**src/hdl/twc_pkg.sv**
```systemverilog
// Shared types and constants of the trie word counter.
// Depends on nothing; every other file of the block but twc_ram imports it.
package twc_pkg;

  localparam int NODE_COUNT   = 4096;
  localparam int NODE_BITS    = $clog2(NODE_COUNT);
  localparam int COUNT_BITS   = 16;
  localparam int ALPHA        = 52;
  localparam int HALF_ALPHA   = 26;
  localparam int SYM_BITS     = $clog2(ALPHA);
  localparam int LINK_DEPTH   = NODE_COUNT * ALPHA;
  localparam int LINK_AW      = $clog2(LINK_DEPTH);
  localparam int OPCODE_W     = 2;
  localparam int LETTER_W     = 8;
  localparam int WORD_COUNT_W = 16;
  localparam int STATUS_W     = 2;
  localparam int QUEUE_DEPTH  = 2;
  localparam int QPTR_W       = $clog2(QUEUE_DEPTH);

  localparam logic [LETTER_W-1:0] CHAR_A_UPPER = 8'h41;
  localparam logic [LETTER_W-1:0] CHAR_Z_UPPER = 8'h5A;
  localparam logic [LETTER_W-1:0] CHAR_A_LOWER = 8'h61;
  localparam logic [LETTER_W-1:0] CHAR_Z_LOWER = 8'h7A;

  typedef enum logic [OPCODE_W-1:0] {
    OP_INSERT = 2'd0,
    OP_LOOKUP = 2'd1,
    OP_CLEAR  = 2'd2,
    OP_NONE   = 2'd3
  } opcode_e;

  typedef enum logic [STATUS_W-1:0] {
    ST_OK         = 2'd0,
    ST_POOL_FULL  = 2'd1,
    ST_NON_LETTER = 2'd2,
    ST_SATURATED  = 2'd3
  } status_e;

  typedef enum logic [2:0] {
    BK_IDLE,
    BK_WALK,
    BK_ALLOC,
    BK_COUNT,
    BK_RESULT
  } back_state_e;

  typedef logic [ALPHA-1:0] present_t;

  // One classified letter as it travels through the queue.
  typedef struct packed {
    opcode_e               op;
    logic                  is_letter;
    logic [SYM_BITS-1:0]   sym;
    logic                  last;
  } item_t;

  typedef struct packed {
    logic  valid;
    item_t item;
  } q_head_t;

endpackage

```
**src/hdl/twc_if.sv**
```systemverilog
// Handshake channels of the trie word counter: letters in, word results out.
// Depends on twc_pkg for the field widths.
interface twc_in_if;
  import twc_pkg::*;
  logic                valid;
  logic                ready;
  logic [OPCODE_W-1:0] opcode;
  logic [LETTER_W-1:0] letter;
  logic                word_end;
  modport source (output valid, output opcode, output letter, output word_end, input ready);
  modport sink (input valid, input opcode, input letter, input word_end, output ready);
endinterface


```
**src/hdl/twc_front.sv**
```systemverilog
// Front end: takes letter beats, maps ASCII to the 52-symbol alphabet and
// drops unused opcodes. Depends on twc_pkg and twc_if.
module twc_front (
  twc_in_if.sink          in_i,
  input  logic            full_i,
  output logic            push_o,
  output twc_pkg::item_t  item_o
);
  import twc_pkg::*;

  opcode_e op;

  always_comb begin
    op = opcode_e'(in_i.opcode);
    item_o.op        = op;
    item_o.last      = in_i.word_end;
    item_o.is_letter = 1'b1;
    item_o.sym       = '0;
    if (in_i.letter >= CHAR_A_UPPER && in_i.letter <= CHAR_Z_UPPER) begin
      item_o.sym = SYM_BITS'(in_i.letter - CHAR_A_UPPER);
    end else if (in_i.letter >= CHAR_A_LOWER && in_i.letter <= CHAR_Z_LOWER) begin
      item_o.sym = SYM_BITS'(in_i.letter - CHAR_A_LOWER) + SYM_BITS'(HALF_ALPHA);
    end else begin
      item_o.is_letter = 1'b0;
    end
  end

  // The unused opcode is accepted and then forgotten.
  assign in_i.ready = !full_i;
  assign push_o     = in_i.valid && !full_i && (op != OP_NONE);

endmodule

```
**src/flat_wrapper.sv**
```systemverilog
// flat-port wrapper written by rule: the top's interface ports become plain ports
module twc_front_flat import twc_pkg::*;
  (full_i, push_o, item_o, in_i_valid, in_i_opcode, in_i_letter, in_i_word_end, in_i_ready);
  twc_in_if in_i_i ();
  input  logic full_i;
  output logic push_o;
  output twc_pkg::item_t item_o;
  input wire logic [$bits(in_i_i.valid)-1:0] in_i_valid;
  input wire logic [$bits(in_i_i.opcode)-1:0] in_i_opcode;
  input wire logic [$bits(in_i_i.letter)-1:0] in_i_letter;
  input wire logic [$bits(in_i_i.word_end)-1:0] in_i_word_end;
  output wire logic [$bits(in_i_i.ready)-1:0] in_i_ready;
  assign in_i_i.valid = in_i_valid;
  assign in_i_i.opcode = in_i_opcode;
  assign in_i_i.letter = in_i_letter;
  assign in_i_i.word_end = in_i_word_end;
  assign in_i_ready = in_i_i.ready;
  twc_front u_core (.in_i(in_i_i), .full_i(full_i), .push_o(push_o), .item_o(item_o));
endmodule
```
**config.mk**
```make
export PLATFORM = sky130hd
export DESIGN_NAME = twc_front_flat
export DESIGN_NICKNAME = d
export VERILOG_FILES = /design/src/hdl/twc_pkg.sv /design/src/hdl/twc_if.sv /design/src/hdl/twc_front.sv /design/src/flat_wrapper.sv
export SDC_FILE = /design/constraint.sdc
export NUM_CORES = 1
export LEC_CHECK = 0
export BUFFER_PORTS_ARGS = -buffer_cell sky130_fd_sc_hd__buf_4
export CORE_AREA = 2 2 39 41
export DETAILED_ROUTE_END_ITERATION = 7
export DIE_AREA = 0 0 41 43
export SLEW_MARGIN = 0
export SYNTH_ARGS = -nofsm -noshare
export SYNTH_HDL_FRONTEND = slang
export SYNTH_SLANG_ARGS = --single-unit
```
**constraint.sdc**
```tcl
create_clock -name vclk -period 2.75
set_input_delay 0.1375 -clock vclk [all_inputs]
set_output_delay 0.1375 -clock vclk [all_outputs]
set_load 0.01 [all_outputs]
```
==> impl_summary.txt <==
----------------------------------------------------
[Finish]
  Num sequential ... 0
  Fill cell instance count of the final layout ... 155
  Nets ... 98
  Share of layout cells above drive strength 1 ... 36.7%
  Fin util ... 40.6%
  Diodes inserted ... 0
  Sequential cell area ... 0 µm²
  Number of clock-tree buffers in the layout ... 0
  Combined area of the multi-input logic cells ... 354 µm²
  Area delta synth->final ... 37.7%

[Yosys]
  Most frequent cells after synthesis ... sky130_fd_sc_hd__nand2_1, sky130_fd_sc_hd__nor2_1
  Cell with the most instances after synthesis ... sky130_fd_sc_hd__nand2_1
  Post-Syn Area ... 408 µm²
  Netlist cell types ... 28
  Sequential fraction of the synthesis area ... 0%
  Net count of the mapped netlist ... 78
  Share of the synthesized area in the top cell type ... 12.3%
  Leading post-synthesis cells by cell area ... sky130_fd_sc_hd__ha_1, sky130_fd_sc_hd__nand2_1, sky130_fd_sc_hd__o41ai_4
  Gate count of the mapped netlist ... 61
  Synthesis Warnings ... 0
  Library cell occupying the most area in the post-synthesis netlist ... sky130_fd_sc_hd__ha_1
  Avg Inst Size Synth ... 6.69 µm²

[Timing]
  Count of final hold-check violations ... 0
  RSZ-0062 raised after global routing ... false
  Total Negative Setup Slacks ... 0 ns
  Slew headroom ... 60.9%
  Final-report setup violation count ... 0
  Final WS setup ... 0.771 ns
  Achievable Freq ... 505 MHz
  Max Slew Vio Count ... 0
  Final period demand of the worst path ... 1.98 ns
  Share of the cycle needed by the critical path after routing ... 72.0%
  Worst Max-Slew Pin Slew ... 0.585 ns

[Routing]
  DRC violation count after routing ... 0
  Iteration count of the initial detailed-routing pass ... 4
  Average vias per placed instance ... 5.29
  Residual antenna-violating net count after detailed routing ... 0
  Wire length after detailed routing ... 1060 µm
  Vias after detailed routing ... 503
  Number of violations reported at the end of detailed-routing iteration 0 ... 19
  Routed wire length per instance ... 11.1 µm

[Critical path]
  Critical path type ... in -> out
  Critical Path RT ... 2.61 ns
  Cells along the critical path ... buf_4 -> inv_1 -> ha_1 -> nand2b_4 -> o41ai_4 -> nor2_2 -> a221oi_1 -> a21oi_1 -> buf_4
  Max Fanout on Critical Path ... 10
  Highest-delay cell along the critical path ... sky130_fd_sc_hd__o41ai_4
  Cell family contributing the most delay on the critical path ... compound AO/OA/AOI/OAI gates
  Buf/Inv on CP ... 3
  Critical Path Source Type ... input port
  Dominant cell type by count on the critical path ... sky130_fd_sc_hd__buf_4
  Worst Setup End Kind ... output pin
  Arrival time of the worst setup path ... 1.84 ns
  Max incr delay on CP ... 0.49 ns

[Flow run]
  Max-capacitance violation count ... 0

[Global route]
  GR Overflow Total ... 0
  Via count of the first global-routing pass ... 429
  Initial antenna violation count ... 0
  Wire length of the first global-routing pass ... 1700 µm
  Total routing resource utilization after global routing ... 12.8%
  Pin count of the biggest net entering global routing ... 11

[Min path]
  Type of the tightest min-delay check ... in -> out

[Floorplan]
  Vertical die dimension ... 43 µm
  Core box area ... 0.00138 mm²
  Starting Density ... 29.5%
  Total Die Area ... 0.00176 mm²
  Count of boundary I/O pins ... 25
  Row Count ... 14
  Overall die width ... 41 µm

[Power]
  Leakage power ... 0.276 nW
  Max VDD drop ... 0.0591 mV
  P per Cell Area ... 147 mW/mm²

[Clocking]
  CTS hold repair buffers ... 0
  Number of post-CTS setup repair buffers ... 0
  Resize count post-CTS ... 0

[Placed design]
  Worst setup slack before clock tree synthesis ... 0.774 ns
  Global placement routability congestion ... 0.860
  HPWL reported at the end of detailed placement ... 889 µm
  Number of port buffers ... 23

[Run status]
  Result of the run ... finished, final reports clean

----------------------------------------------------
[power by group]
| part | internal [mW] | total [mW] | leakage, nW | switching (mW) |
|---|---|---|---|---|
| sequential | 0 | 0 | 0 | 0 |
| combinational | 0.0398 | 0.0827 | 0.276 | 0.0429 |
| clock | 0 | 0 | 0 | 0 |
[cell families (layout without fill, tap and decap cells)]
logic type,count (synthesis),after routing,synth area share [%]
and+or+nand+nor,29,29,36.2
adders and majority gates,4,4,12.3
buffers and inverters,9,27,13.2
AOI/OAI and AO/OA,19,19,38.3
[per-layer routing]
layer	share of wire [%]	global-route usage, %	vias up
met4	0	0	0
li1	-	-	257
met2	48	23.4	28
met1	41	16.1	218
met5	0	0	-
met3	11	1.05	0
[final cells by class]
cell class                 instances  share of cell area [%]
inverter                           4                    2.67
multi-input combinational         52                    63.0
tap                               16                    3.56
timing repair buffer              23                    30.7
[final timing paths]
check	from	endpoint	slack (ns)	cells past startpoint
max	in_i_letter[0]	item_o[3]	0.77	9
min	in_i_word_end	item_o[0]	0.28	0
[cells in the final DEF (no fill, tap or decap), drive strengths merged]
master	synthesis	final
a2111oi	1	1
a211o	2	2
a21oi	4	4
a221oi	1	1
a22oi	2	2
a41o	1	1
and2	1	1
and3	1	1
buf	5	23
ha	4	4
inv	4	4
nand2	8	8
nand2b	5	5
nand3	1	1
nand4	1	1
nor2	8	8
nor2b	1	1
nor3	2	2
o21ai	4	4
o22ai	1	1
o32a	1	1
o32ai	1	1
o41ai	1	1
or2	1	1
[through the flow]
stage | total power, mW | hold slack [ns] | cell area, µm² | instances
4_1_cts | 0.0830 | 0.275 | 562 | 95
5_1_grt | 0.0923 | 0.275 | 562 | 95
3_3_place_gp | 0.0829 | 0.275 | 562 | 95
3_5_place_dp | 0.0827 | 0.275 | 562 | 95
6_report | 0.0827 | 0.275 | 562 | 95
2_1_floorplan | 0.0505 | 0.323 | 408 | 61
(Power assumes the default switching activity.)
