**src/hdl/twc_pkg.sv**
```systemverilog
// Shared types and constants of the trie word counter.
// Depends on nothing; every other file of the block but twc_ram imports it.
package twc_pkg;

  localparam int NODE_COUNT   = 4096;
  localparam int NODE_BITS    = $clog2(NODE_COUNT);
  localparam int COUNT_BITS   = 16;
  localparam int ALPHA        = 52;
  localparam int HALF_ALPHA   = 26;
  localparam int SYM_BITS     = $clog2(ALPHA);
  localparam int LINK_DEPTH   = NODE_COUNT * ALPHA;
  localparam int LINK_AW      = $clog2(LINK_DEPTH);
  localparam int OPCODE_W     = 2;
  localparam int LETTER_W     = 8;
  localparam int WORD_COUNT_W = 16;
  localparam int STATUS_W     = 2;
  localparam int QUEUE_DEPTH  = 2;
  localparam int QPTR_W       = $clog2(QUEUE_DEPTH);

  localparam logic [LETTER_W-1:0] CHAR_A_UPPER = 8'h41;
  localparam logic [LETTER_W-1:0] CHAR_Z_UPPER = 8'h5A;
  localparam logic [LETTER_W-1:0] CHAR_A_LOWER = 8'h61;
  localparam logic [LETTER_W-1:0] CHAR_Z_LOWER = 8'h7A;

  typedef enum logic [OPCODE_W-1:0] {
    OP_INSERT = 2'd0,
    OP_LOOKUP = 2'd1,
    OP_CLEAR  = 2'd2,
    OP_NONE   = 2'd3
  } opcode_e;

  typedef enum logic [STATUS_W-1:0] {
    ST_OK         = 2'd0,
    ST_POOL_FULL  = 2'd1,
    ST_NON_LETTER = 2'd2,
    ST_SATURATED  = 2'd3
  } status_e;

  typedef enum logic [2:0] {
    BK_IDLE,
    BK_WALK,
    BK_ALLOC,
    BK_COUNT,
    BK_RESULT
  } back_state_e;

  typedef logic [ALPHA-1:0] present_t;

  // One classified letter as it travels through the queue.
  typedef struct packed {
    opcode_e               op;
    logic                  is_letter;
    logic [SYM_BITS-1:0]   sym;
    logic                  last;
  } item_t;

  typedef struct packed {
    logic  valid;
    item_t item;
  } q_head_t;

endpackage

```
**src/hdl/twc_queue.sv**
```systemverilog
// Short queue of classified letters between the front and back ends.
// Depends on twc_pkg.
module twc_queue (
  input  logic             clk_i,
  input  logic             rst_ni,
  input  logic             push_i,
  input  twc_pkg::item_t   item_i,
  output logic             full_o,
  input  logic             pop_i,
  output twc_pkg::q_head_t head_o
);
  import twc_pkg::*;

  item_t             slot_q [QUEUE_DEPTH];
  logic [QPTR_W-1:0] wr_ptr_q, wr_ptr_d;
  logic [QPTR_W-1:0] rd_ptr_q, rd_ptr_d;
  logic [QPTR_W:0]   fill_q, fill_d;
  logic              do_pop;

  assign full_o       = fill_q == (QPTR_W + 1)'(QUEUE_DEPTH);
  assign head_o.valid = fill_q != '0;
  assign head_o.item  = slot_q[rd_ptr_q];
  assign do_pop       = pop_i && head_o.valid;

  always_comb begin
    wr_ptr_d = push_i ? wr_ptr_q + 1'b1 : wr_ptr_q;
    rd_ptr_d = do_pop ? rd_ptr_q + 1'b1 : rd_ptr_q;
    fill_d   = fill_q;
    if (push_i && !do_pop) begin
      fill_d = fill_q + 1'b1;
    end else if (!push_i && do_pop) begin
      fill_d = fill_q - 1'b1;
    end
  end

  always_ff @(posedge clk_i or negedge rst_ni) begin
    if (!rst_ni) begin
      wr_ptr_q <= '0;
      rd_ptr_q <= '0;
      fill_q   <= '0;
    end else begin
      wr_ptr_q <= wr_ptr_d;
      rd_ptr_q <= rd_ptr_d;
      fill_q   <= fill_d;
    end
  end

  always_ff @(posedge clk_i) begin
    if (push_i) begin
      slot_q[wr_ptr_q] <= item_i;
    end
  end

endmodule

```
**config.mk**
```make
export PLATFORM = sky130hd
export DESIGN_NAME = twc_queue
export DESIGN_NICKNAME = d
export VERILOG_FILES = /design/src/hdl/twc_pkg.sv /design/src/hdl/twc_queue.sv
export SDC_FILE = /design/constraint.sdc
export NUM_CORES = 1
export LEC_CHECK = 0
export BUFFER_PORTS_ARGS = -buffer_cell sky130_fd_sc_hd__clkbuf_2
export CORE_ASPECT_RATIO = 0.75
export CORE_MARGIN = 1.5
export CORE_UTILIZATION = 44
export CTS_CLUSTER_DIAMETER = 200
export CTS_CLUSTER_SIZE = 20
export DETAILED_ROUTE_END_ITERATION = 8
export PLACE_DENSITY_LB_ADDON = 0.05
export SLEW_MARGIN = 20
export SYNTH_ARGS = -nofsm -noshare
export SYNTH_HDL_FRONTEND = slang
export SYNTH_SLANG_ARGS = --single-unit
```
**constraint.sdc**
```tcl
create_clock -name clk_i -period 1.3 [get_ports clk_i]
set_input_delay 0.26 -clock clk_i [delete_from_list [all_inputs] [get_ports clk_i]]
set_output_delay 0.26 -clock clk_i [all_outputs]
set_load 0.02 [all_outputs]
```
==> impl_metrics.toml, run 1 <==
[routing]
post_drt_via_cell_ratio = 4.82
wl_mm = 1.58
drc = 0
postRouteAntennaNets = 0
drtIter0Drc = 10
drtPass1Iterations = 3
vias = 535
wl_per_cell_um = 14.2

[grt]
grt_start_max_net_pins = 14
gr-max-usage-layer = "met2"
grt_overflow_total = 0
grt_pass1_vias = 556
met3_usage_pct = 6.71
grt_pass1_wl_mm = 2.46
use_met1_pct = 15.5
met2_usage_pct = 24.7
grtUsageTotal_pct = 14.4
antenna_found_initial = 0

[clocking]
cts_root_buf = "clkbuf_4"
cts_buffers = 3
clock-sinks = 24
clockBufferDepth = 2
cts_tree = "yes"
h-tree-depth = 1
cts.clk_slew.worst_paths_ns = 0.12
clk_latency_ns = 0.31

[setup_path]
r2r_slack_ns = -0.01
path_class = "reg -> out"
cp.required_ns = 1.04
start_kind = "flop"
crit_fanout = 6
worstSetupEndpointType = "primary output"
cp.arrival_ns = 1.31
crit_top_cell = "buf_6"
critPathSlowestCell = "dfrtp_1"
crit_chain = "buf_6 > mux2_4 > buf_6"
crit_path_max_incr_delay_ns = 0.42

[sta]
maxSlewViolCount = 0
skew_ns = 0.00101
max_freq_mhz = 639
hold_slack_ns = 0.135
layout_min_cycle_time_ns = 1.57
finalSetupViolations = 13
layout_setup_ws_ns = -0.265
slew_headroom_pct = 86.3
rsz0062_at_grt = "yes"
fin_crit_sh_pct = 120
tightest_slew_ns = 0.205
hold_violations = 0

[run_status]
violations = "negative setup slack"
outcome = "complete, but fails checks"

[placed_design]
io_buffer_count = 25
dp.final_hpwl_mm = 1.07
gp_congestion = 0.664
post_dp_cell_area_um2 = 1140

[power]
ir_drop_mv = 1.50
leakage_uw = 0.000576
powerDensity_nw_per_um2 = 2240

[final_layout]
nNetsFinal = 103
syn_to_final_growth_pct = 46.4
stdcell_area_um2 = 1360
antennaDiodeCount = 0
layout-drive-gt1-share_pct = 63.2

[job]
cap_violations = 0

[floorplan]
fp.dieH_um = 42.8
dieWidth_um = 56.0
start_util_pct = 46.5
fp.coreArea_um2 = 2000
dieArea_um2 = 2400
row_count = 14
io_pins = 26

[logic_synthesis]
yosysTopAreaCellShare_pct = 64.7
ys_seq_area_share_pct = 75.5
synth.area.top_cells = "edfxtp_1 65%, mux2_2 12%, dfrtp_1 11%"
syn_area_per_cell_um2 = 19.8
syn_inst = 47
syn_nets = 62
yosysUniqueCellTypes = 13
yosys_warnings = 0
synth_area_leader_cell = "edfxtp_1"
netlist_area_um2 = 928
ys_ff_latch = 24

[worst_hold_path]
hp-class = "in -> reg"
Yosys cell counts:
| library cell | count |
|---|---|
| ha_1 | 1 |
| nor2b_1 | 1 |
| edfxtp_1 | 20 |
| mux2_2 | 10 |
| or2_4 | 1 |
| nor2_1 | 1 |
| nand2_4 | 1 |
| dfrtp_1 | 4 |
| xnor2_1 | 2 |
| xor2_1 | 3 |
| and2b_2 | 1 |
| and2_1 | 1 |
| clkbuf_8 | 1 |
cells by family (layout without fill, tap and decap cells):
| family | Yosys count | count (layout) | synth area share, % |
|---|---|---|---|
| simple gates | 6 | 6 | 4.85 |
| buf+inv | 1 | 41 | 1.48 |
| flops | 24 | 24 | 75.5 |
| mux | 10 | 10 | 12.1 |
| xor+xnor | 5 | 5 | 4.72 |
| fa+ha+maj | 1 | 1 | 1.35 |
power breakdown:
part | switching, µW | internal (µW)
clock | 206 | 112
combinational | 682 | 930
sequential | 75.1 | 1040
what timing repair did:
item | 4_1_cts | 5_1_grt
hold endpoints to repair | 4 | 0
hold buffers | 1 | 0
resized for setup | 9 | 45
endpoints found under the setup margin | 13 | 13
buffers inserted | 2 | 1
pin swaps | 3 | 1
registers in the layout (all words and copies together), names as in the netlist:
signal / count
slot_q: 20
fill_q: 2
rd_ptr_q: 1
wr_ptr_q: 1
worst max-delay path, delay by kind of cell, from the launching register on:
kind,cells,cell delay [ns]
muxes,1,0.30
DFF,1,0.42
buffers and inverters,2,0.28
layout make-up:
type / count / area (µm²)
clock inverters: 1 / 3.75
flip-flops and latches: 24 / 701
fillers: 153 / 638
multi-input cells: 22 / 274
clock buffers: 3 / 22.5
repair buffers: 37 / 328
well taps: 24 / 30.0
path summary, 6_finish.rpt:
check | startpoint | to | cells past startpoint
setup / recovery | rd_ptr_q | head_o[5] | 3
min in group asynchronous | rst_ni | fill_q[1] | 2
hold reg to reg | wr_ptr_q | wr_ptr_q | 1
setup reg to reg | fill_q[1] | fill_q[1] | 6
hold / removal | item_i[5] | slot_q[0][5] | 1
max in group asynchronous | rst_ni | wr_ptr_q | 2
per-stage QoR:
step	util, %	instances	setup TNS [ns]	setup slack, ns	total power, µW
finish	68.0	111	-2.83	-0.265	3050
CTS	61.8	110	-3.09	-0.290	2670
detailed placement	57.2	103	-0.0154	-0.0154	2210
global placement	57.2	103	0	0.0173	2190
global route	68.0	111	-3.56	-0.324	3200
floorplan	-	47	-0.0392	-0.0392	1820
placed cells by master (no fill, tap or decap):
cell type	instances
and2_1	1
and2b_2	1
buf_12	1
buf_4	6
buf_6	14
buf_8	2
clkbuf_2	13
clkbuf_4	3
clkinv_1	1
dfrtp_1	4
dlygate4sd3_1	1
edfxtp_1	20
ha_4	1
mux2_4	10
nand2_4	1
nor2_2	1
nor2b_1	1
or2_4	1
xnor2_1	2
xor2_1	2
xor2_2	1
metal layers:
layer  routed length (µm)  up-vias  part of all wire, %
met3                   87        4                  5.5
met5                    0        -                    0
met4                   45        0                  2.9
met2                  868       18                   55
met1                  576      257                   37
li1                     -      256                    -
(Power assumes the default switching activity.)
==> run 2, diff against run 1 <==
--- a/config.mk
+++ b/config.mk
@@ -9,6 +9,7 @@
 export CORE_ASPECT_RATIO = 0.75
 export CORE_MARGIN = 1.5
 export CORE_UTILIZATION = 44
+export CTS_BUF_LIST = sky130_fd_sc_hd__clkbuf_16
 export CTS_CLUSTER_DIAMETER = 200
 export CTS_CLUSTER_SIZE = 20
 export DETAILED_ROUTE_END_ITERATION = 8
==> run 2 against run 1 <==
Against the previous run: the run still ends with negative setup slack left; core utilization rose by 2.6 points; register-to-register slack better by 0.02 ns; sequential share of layout area fell by 1.9 points; combinational power is essentially flat; die area stayed put; flip-flop and latch count stayed put.
==> impl_metrics.toml, run 2 (synthesis results as in run 1) <==
[run_status]
outcome = "complete, but fails checks"
violations = "negative setup slack"

[setup_path]
worstSetupEndpointType = "primary output"
critPathSlowestCell = "dfrtp_1"
crit_top_cell = "buf_6"
crit_path_max_incr_delay_ns = 0.40
path_class = "reg -> out"
crit_chain = "buf_6 > mux2_4 > buf_6"
crit_fanout = 5
cp.required_ns = 1.04
path_delay_family = "flip-flops"
cp.arrival_ns = 1.23
worst-path-buf-inv = 2
start_kind = "flop"

[clocking]
cts_root_buf = "clkbuf_16"
clock-sinks = 24
cts_tree = "yes"
h-tree-depth = 1
clk_latency_ns = 0.25
cts.clk_slew.worst_paths_ns = 0.06
clockBufferDepth = 2
cts_buffers = 3

[sta]
finalSetupViolations = 12
finalSetupTns_ns = -1.90
tightest_slew_ns = 0.209
fin_crit_sh_pct = 115
hold_slack_ns = 0.196
hold_violations = 0
layout_min_cycle_time_ns = 1.49
maxSlewViolCount = 0
layout_setup_ws_ns = -0.189
slew_headroom_pct = 86.0
skew_ns = 0.00129
rsz0062_at_grt = "yes"
max_freq_mhz = 672

[placed_design]
dp.final_hpwl_mm = 1.07
io_buffer_count = 25
gp_congestion = 0.664
place_ws_ns = -0.0154
post_dp_cell_area_um2 = 1140

[final_layout]
final_common_cell = "edfxtp_1"
nNetsFinal = 103
syn_to_final_growth_pct = 52.0
reg_top3 = "slot_q x20, fill_q x2"
largest_reg_flops = 20
antennaDiodeCount = 0
final_cell_mix = "20 x edfxtp_1, 14 x buf_6, 13 x clkbuf_2, 10 x mux2_4, 6 x buf_4"
layout-drive-gt1-share_pct = 63.2
stdcell_area_um2 = 1410
regMostFlops = "slot_q"

[grt]
grtUsageTotal_pct = 13.8
grt_pass1_wl_mm = 2.39
grt_overflow_total = 0
grt_start_max_net_pins = 14
antenna_found_initial = 0
grt_pass1_vias = 557

[worst_hold_path]
hp-class = "in -> reg"

[floorplan]
dieWidth_um = 56.0
dieArea_um2 = 2400
fp.dieH_um = 42.8
start_util_pct = 46.5
fp.coreArea_um2 = 2000
io_pins = 26
row_count = 14

[routing]
post_drt_via_cell_ratio = 4.68
drc = 0
wl_per_cell_um = 13.7
postRouteAntennaNets = 0
wl_mm = 1.52
drtIter0Drc = 12
vias = 519
drtPass1Iterations = 3

[power]
ir_drop_mv = 1.76
leakage_uw = 0.000599
powerDensity_nw_per_um2 = 2380
p_total_uw = 3360

[job]
cap_violations = 0
-- run 2: cell count changes in the layout (fill, tap and decap cells not counted) --
cell	before	now
clkbuf_16	0	3
clkbuf_4	3	0
-- run 2: routing by layer --
layer	wire, µm	vias up	part of all wire, %	global-route usage, %
li1	-	252	-	-
met1	591	255	39	15.5
met2	869	12	57	25.6
met3	60	0	3.9	4.57
met4	0	0	0	2.86
met5	0	-	0	0
-- run 2: timing repair --
item / CTS / global route
pin swaps: 3 / 0
setup buffers: 2 / 1
cloned: 0 / 0
hold endpoints to repair: 4 / 0
endpoints found under the setup margin: 13 / 13
gates resized for setup: 9 / 45
hold buffers: 1 / 0
-- run 2: final timing paths --
path                       startpoint           end  slack (ns)  cells after the start
max reg2reg                 fill_q[0]     fill_q[1]        0.01                      6
max                          rd_ptr_q     head_o[6]       -0.19                      3
min                         item_i[5]  slot_q[1][5]        0.20                      1
max in group asynchronous      rst_ni      wr_ptr_q        0.83                      2
min in group asynchronous      rst_ni      rd_ptr_q        0.35                      2
min reg2reg                  wr_ptr_q      wr_ptr_q        0.53                      1
-- run 2: cell type report --
cell class | instances | area (µm²)
repair buffers | 37 | 328
well taps | 24 | 30.0
clock buffers | 3 | 75.1
clock inverters | 1 | 3.75
fillers | 140 | 586
flip-flops and latches | 24 | 701
multi-input cells | 22 | 274
-- run 2: where the power goes --
part / switching [µW] / leakage (µW) / internal, µW
sequential: 80.4 / 0.000234 / 1050
combinational: 662 / 0.000326 / 930
clock: 234 / 0.0000385 / 410
-- run 2: per-stage QoR --
stage          utilization, %  std cells
2_1_floorplan               -         47
3_3_place_gp             57.2        103
6_report                 70.7        111
4_1_cts                  64.4        110
3_5_place_dp             57.2        103
5_1_grt                  70.7        111
